[config.mk]
export PLATFORM = sky130hd
export DESIGN_NAME = bfhs_stack
export DESIGN_NICKNAME = d
export VERILOG_FILES = /design/src/hw/rtl/bfhs_pkg.sv /design/src/hw/rtl/bfhs_cell.sv /design/src/hw/rtl/bfhs_stack.sv
export SDC_FILE = /design/constraint.sdc
export NUM_CORES = 2
export LEC_CHECK = 0
export BUFFER_PORTS_ARGS = -buffer_cell sky130_fd_sc_hd__buf_2
export CAP_MARGIN = 30
export CORE_MARGIN = 2
export CORE_UTILIZATION = 25
export CTS_CLUSTER_DIAMETER = 100
export CTS_CLUSTER_SIZE = 20
export DETAILED_ROUTE_END_ITERATION = 16
export PLACE_DENSITY = 0.49
export SETUP_SLACK_MARGIN = 0.2
export SYNTH_ARGS = -nofsm -noshare
export SYNTH_HDL_FRONTEND = slang
export SYNTH_SLANG_ARGS = --single-unit
[constraint.sdc]
create_clock -name clk -period 63.1 [get_ports clk]
set_input_delay 3.155 -clock clk [delete_from_list [all_inputs] [get_ports clk]]
set_output_delay 3.155 -clock clk [all_outputs]
set_load 0.01 [all_outputs]
[src/hw/rtl/bfhs_pkg.sv]
// shared types and constants for the back/forward history stacks
package bfhs_pkg;

  localparam int STACK_DEPTH = 128;
  localparam int PAGE_BITS   = 16;
  localparam int CNT_W       = $clog2(STACK_DEPTH + 1);

  localparam int IN_TDATA_W  = 24;
  localparam int OUT_TDATA_W = 24;

  localparam logic [1:0] MODE_VISIT   = 2'd0;
  localparam logic [1:0] MODE_BACK    = 2'd1;
  localparam logic [1:0] MODE_FORWARD = 2'd2;

  localparam logic [1:0] ST_DONE       = 2'd0;
  localparam logic [1:0] ST_NO_BACK    = 2'd1;
  localparam logic [1:0] ST_NO_FORWARD = 2'd2;

  typedef logic [PAGE_BITS-1:0] page_t;
  typedef logic [CNT_W-1:0]     cnt_t;

  // per-cell shift controls
  typedef struct packed {
    logic shift_down;
    logic shift_up;
  } cell_ctl_t;

  // per-stack operation
  typedef struct packed {
    logic push;
    logic pop;
    logic clear;
  } stk_ctl_t;

endpackage

[src/hw/rtl/bfhs_cell.sv]
// one stack entry cell, loads from its upper or lower neighbor
module bfhs_cell
  import bfhs_pkg::*;
(
  input  logic      clk,
  input  cell_ctl_t ctl,
  input  page_t     from_up,
  input  page_t     from_down,
  output page_t     data
);

  page_t data_r;

  always_ff @(posedge clk) begin
    if (ctl.shift_down) begin
      data_r <= from_up;
    end else if (ctl.shift_up) begin
      data_r <= from_down;
    end
  end

  assign data = data_r;

endmodule

[src/hw/rtl/bfhs_stack.sv]
// bounded lifo built as a row of shifting cells, top in cell 0
module bfhs_stack
  import bfhs_pkg::*;
(
  input  logic     clk,
  input  logic     rst_n,
  input  stk_ctl_t ctl,
  input  page_t    push_data,
  output page_t    top,
  output logic     empty
);

  cnt_t      count_r, count_nxt;
  page_t     cell_q [STACK_DEPTH];
  cell_ctl_t cell_ctl;
  logic      full;
  logic      do_push;

  assign full    = (count_r == CNT_W'(STACK_DEPTH));
  assign empty   = (count_r == '0);
  assign do_push = ctl.push && !full;

  assign cell_ctl.shift_down = do_push;
  assign cell_ctl.shift_up   = ctl.pop;

  always_comb begin
    count_nxt = count_r;
    if (ctl.clear) begin
      count_nxt = '0;
    end else if (do_push) begin
      count_nxt = count_r + 1'b1;
    end else if (ctl.pop) begin
      count_nxt = count_r - 1'b1;
    end
  end

  always_ff @(posedge clk) begin
    if (!rst_n) begin
      count_r <= '0;
    end else begin
      count_r <= count_nxt;
    end
  end

  for (genvar i = 0; i < STACK_DEPTH; i++) begin : g_cell
    page_t up_d, down_d;
    if (i == 0) begin : g_first
      assign up_d = push_data;
    end else begin : g_mid_up
      assign up_d = cell_q[i-1];
    end
    if (i == STACK_DEPTH - 1) begin : g_last
      assign down_d = '0;
    end else begin : g_mid_down
      assign down_d = cell_q[i+1];
    end
    bfhs_cell u_cell (
      .clk       (clk),
      .ctl       (cell_ctl),
      .from_up   (up_d),
      .from_down (down_d),
      .data      (cell_q[i])
    );
  end

  assign top = cell_q[0];

endmodule

---- After elaboration in Yosys (flattened, before gate mapping) ----
Cells that the tools add are included.
Widths: inputs -> output; s select.
word-level totals
  flip-flop bits (word level) ............. 2056
  output and inout port bits .............. 17
  logic and storage cells ................. 396
operators by class
  mux-type cells .......................... 258
  $add $sub $neg .......................... 2
  equal/unequal tests ..................... 1
  bitwise operators ....................... 1
  reductions and logical operators ........ 5
operators by type and width
  kind                 number
  $mux 16              256
  $mux 8               2
  $add 8x1->8 const B  1
  $eq 8x8->1 const B   1
  $logic_not 8->1      1
  $sub 8x1->8 const B  1
  $reduce_bool 2->1    1
  $reduce_or 2->1      1
  $logic_and 1x1->1    1
  $logic_not 1->1      1
  $not 1->1            1

---- Longest topological paths before layout ----
  depth in word-level cells ............... 4
  depth in mapped cells ................... 12
  gate-level depth less buffers ........... 9

---- Cells and area by module ----
From an unflattened synthesis, not the netlist that was laid out.
second synthesis, totals
  cells, all modules ...................... 4558
  area, all modules ....................... 94379.3 um^2
modules (own cells, without submodules)
  module      cells an instance  instances  area each (um^2)
  bfhs_cell   35                 128        732.0
  bfhs_stack  78                 1          689.4

---- Least setup slack after synthesis ----
Ideal clock, no wire load.
  kind .................................... input-to-reg
  start point ............................. input ctl[2] in the netlist's numbering
  end point ............................... register count_r[1]
  library setup time ...................... 1.677 ns
  cell stages on the path ................. 6
  arrival time ............................ 44.651 ns
  buffers on the path ..................... 1
  slack ................................... 16.772 ns
  cells stage by stage .................... o21ai_1 -> buf_4 -> inv_4 -> nor2_8 -> inv_1 -> a211oi_1
on the way
  word-level cells in the longest chain between the ends .. 2
  elaborated cells on any way between the ends .. 3
ends and longest elaborated chain
  element                                             line              RTL
  from (decl)                                         bfhs_stack.sv:7   input stk_ctl_t ctl,
  $logic_and 1x1->1 *                                 bfhs_stack.sv:21  assign do_push = ctl.push && !full;
  $mux 8 / $reduce_bool 2->1 (equally long branches)  --
  to (signal assigned)                                bfhs_stack.sv:41  count_r <= count_nxt;
  to (decl)                                           bfhs_stack.sv:13  cnt_t count_r, count_nxt;
Every way passes the cells marked *; elsewhere a longest branch is shown, timed or not.
A chain may end at the register's enable or synchronous reset.

---- Worst setup path in the final report ----
  start point ............................. input ctl[2] in the netlist's numbering
  end point ............................... register g_cell[21].u_cell.data_r[2], enable pin
on the way
  word-level cells in the longest chain between the ends .. 2
ends and longest elaborated chain
  element                      line              RTL
  $logic_and 1x1->1            bfhs_stack.sv:21
  $reduce_bool 2->1 (no line)  --
  to (signal assigned)         bfhs_cell.sv:16   data_r <= from_up;
  to (signal assigned)         bfhs_cell.sv:18   data_r <= from_down;
  to (decl)                    bfhs_cell.sv:12   page_t data_r;
Every way passes these cells.

==> results by group <==
Layout
  – Area Overhead vs Synth: 7.77%
  – Layout cell share with drive strength beyond 1: 2.84%
  – Fin area: between 0.09 and 0.1 mm2
  – Fin util: 27.0%
  – Fin cells: 13200
  – Final #Nets: 8490
  – Filler cells: around 37000

Clock network
  – Clock Latency Late Sink: roughly 0.75 ns
  – TritonCTS buffer count: 115
  – TritonCTS clock tree: yes
  – Max clock buf depth: 3
  – Num Clock Sinks: a little over 2000
  – Post-CTS Resized: 0
  – Clk root buf: clkbuf_16
  – H-Tree Level Count: 3
  – Clock-pin transition on the worst setup and hold timing paths: 0.09 ns
  – Cts hold-fix bufs: 0
  – Post-CTS Setup Repair Bufs: 0

Status
  – Outcome: complete, no violations

Power
  – Switch share: 25.7%
  – Cell leakage power: around 42 nW
  – VDD IR max: 0.0249 mV
  – Clk pwr share: 25.5%
  – Comb power frac: between 10% and 20%
  – NetSw: just under 0.8 mW
  – Reg power frac: 63.7%
  – Cell internal pwr: 2.26 mW
  – Overall power: 3.04 mW
  – Pwr Density: about 32 mW/mm2

Yosys
  – Dominant synthesized flop cell: edfxtp_1
  – Synth top area cells: edfxtp_1 70%, nand2_1 26%, buf_6 1.5%
  – Top post-synthesis cells by count: 6107 x nand2_1, 2048 x edfxtp_1, 184 x buf_2
  – Mapped Nets: around 8700
  – Most frequent cell after synthesis: nand2_1
  – Area leader, netlist: edfxtp_1
  – Top-area cell type share of the netlist area: 69.6%
  – Post-synthesis async set-or-reset flop share: 0%
  – Register bit count reported by yosys: 2056
  – Synthesized area per cell: 10.2 um2
  – Ys Warns: 0
  – Post-Synthesis Cells: 8690
  – Post-synth EDFFs: 2048
  – Count of cell types in the netlist: 39
  – Sequential-to-total area share from yosys stat: between 60 and 70%
  – Synthesized area: a little under 0.09 mm2

Placement
  – Port bufs: 37
  – Post-DP HPWL: 80.2 mm
  – GPL Wtd Cong: 0.696
  – Post-DP Area: 0.0920 mm2
  – Post-placement setup slack: about 53 ns
  – Inst Count DP: 13100

Timing
  – Slew Limit Headroom: 21.3%
  – Final Hold Vio Count: 0
  – Max Fclk: 120 MHz
  – RSZ-0062 raised after global routing: false
  – Worst-Margin Slew: around 1.2 ns
  – TNS Setup: 0 ns
  – Tmin final: 8.35 ns
  – Hold_ws: 0.490 ns
  – Period utilization: 13.2%
  – # setup viols final: 0
  – Final Max Tran Viols: 0
  – Clk_skew: approximately 0.037 ns
  – Setup ws final: 54.75 ns

Route
  – DRT iter0 DRCs: 4064
  – Detailed Route WL: between 100 and 150 mm
  – Total iterations of the first detailed-routing run: 5
  – Vias/cell: just over 4
  – Via count: roughly 54000
  – Number of remaining DRC errors: 0
  – DRT antenna net count: 0
  – Drt wl/cell: 11.1 um

Global route
  – All-Layer GR Usage: 8.00%
  – Global-route wire length before repair: 254 mm
  – Vias in the first global route: approximately 53000
  – Initial antenna violation count: 2
  – Grt total ovfl: 0
  – Pin count of the biggest net entering global routing: 237

Floorplanning
  – Die area: 0.358 mm2
  – Initial core utilization: roughly 25%
  – Site row count: 218
  – IO Pins: 38
  – Core box area: 0.352 mm2
  – Chip height: 599 um
  – DIE WIDTH: roughly 600 um

Critical path
  – CP max FO: 199
  – Critical Path AT: 8.79 ns
  – WS Path Type: primary input to flop
  – Critical path capture point type: flop
  – CP startpoint kind: primary input
  – Worst Path Required: 63.54 ns

Run
  – Max_cap viols: 0

Worst hold path
  – HP Class: flop to flop
==> cell type report <==
class	count	area, um2	share of cell area (%)
Sequential cell	2056	61700	64.7
Multi-Input combinational cell	6175	23500	24.6
Tap cell	4730	5920	6.21
Clock buffer	125	2940	3.08
Timing Repair Buffer	108	1040	1.09
Clock inverter	11	194	0.204
Inverter	5	42.5	0.0447
Antenna cell	1	2.50	0.00263
==> cell usage in the layout, fill, tap and decap left out, types with 4 or more instances in the layout <==
cell type,instances
dfxtp_1,8
buf_12,8
edfxtp_1,2048
buf_2,37
ha_1,7
clkbuf_1,9
inv_16,4
nor2_1,5
nand2_1,6107
buf_16,11
a21oi_1,6
and2_1,16
clkbuf_16,116
buf_4,52
==> critical path, stage by stage <==
cell,delay (ns)
buf_2,0.10
o21ai_4,0.05
buf_4,0.22
inv_16,0.35
nor2_8,0.12
inv_8,0.57
buf_4,0.79
buf_4,0.78
buf_4,0.83
buf_4,0.27
buf_16,0.32
buf_4,0.38
buf_16,0.31
==> worst paths after layout <==
check,from,endpoint,slack (ns),cells past startpoint
max,ctl[2],g_cell[21].u_cell.data[2]$_DFFE_PP_,54.75,13
min,count_r[6]$_SDFFE_PP0P_,count_r[6]$_SDFFE_PP0P_,0.49,2
max reg2reg,count_r[3]$_SDFFE_PP0P_,g_cell[25].u_cell.data[2]$_DFFE_PP_,56.46,12
min reg2reg,count_r[6]$_SDFFE_PP0P_,count_r[6]$_SDFFE_PP0P_,0.49,2
==> kinds of logic (layout without fill, tap and decap cells) <==
kind of cell,Yosys count,after routing,share of synthesized area (%)
flip-flops,2056,2056,69.8
XOR/XNOR,4,4,0.0396
AO/OA/AOI/OAI,22,22,0.164
AND/OR/NAND/NOR,6141,6141,26.2
other,0,1,0
adder cells (fa/ha/maj),8,8,0.122
buffers and inverters,459,249,3.70
==> sequential cells by signal (all words and copies together) (netlist names) <==
register and flops:
count_r 8, g_cell.u_cell.data 2048
==> power by group through the flow <==
stage,Combinational [mW],Clock [mW],Sequential [mW]
finish,0.326,0.777,1.94
global route,0.393,0.860,1.97
CTS,0.335,0.825,1.94
detailed placement,0.336,0,1.97
global placement,0.319,0,1.96
floorplan,0.280,0,2.07
==> routing by layer <==
metal  vias up  track usage, %  part of all wire, %
li1      27300               -                    -
met1     26100            10.7                   49
met2       528            13.6                   46
met3       146            1.19                  3.1
met4         0            1.75                  1.7
met5         -               0                    0
Note: power is estimated with default switching activity, not from simulation.
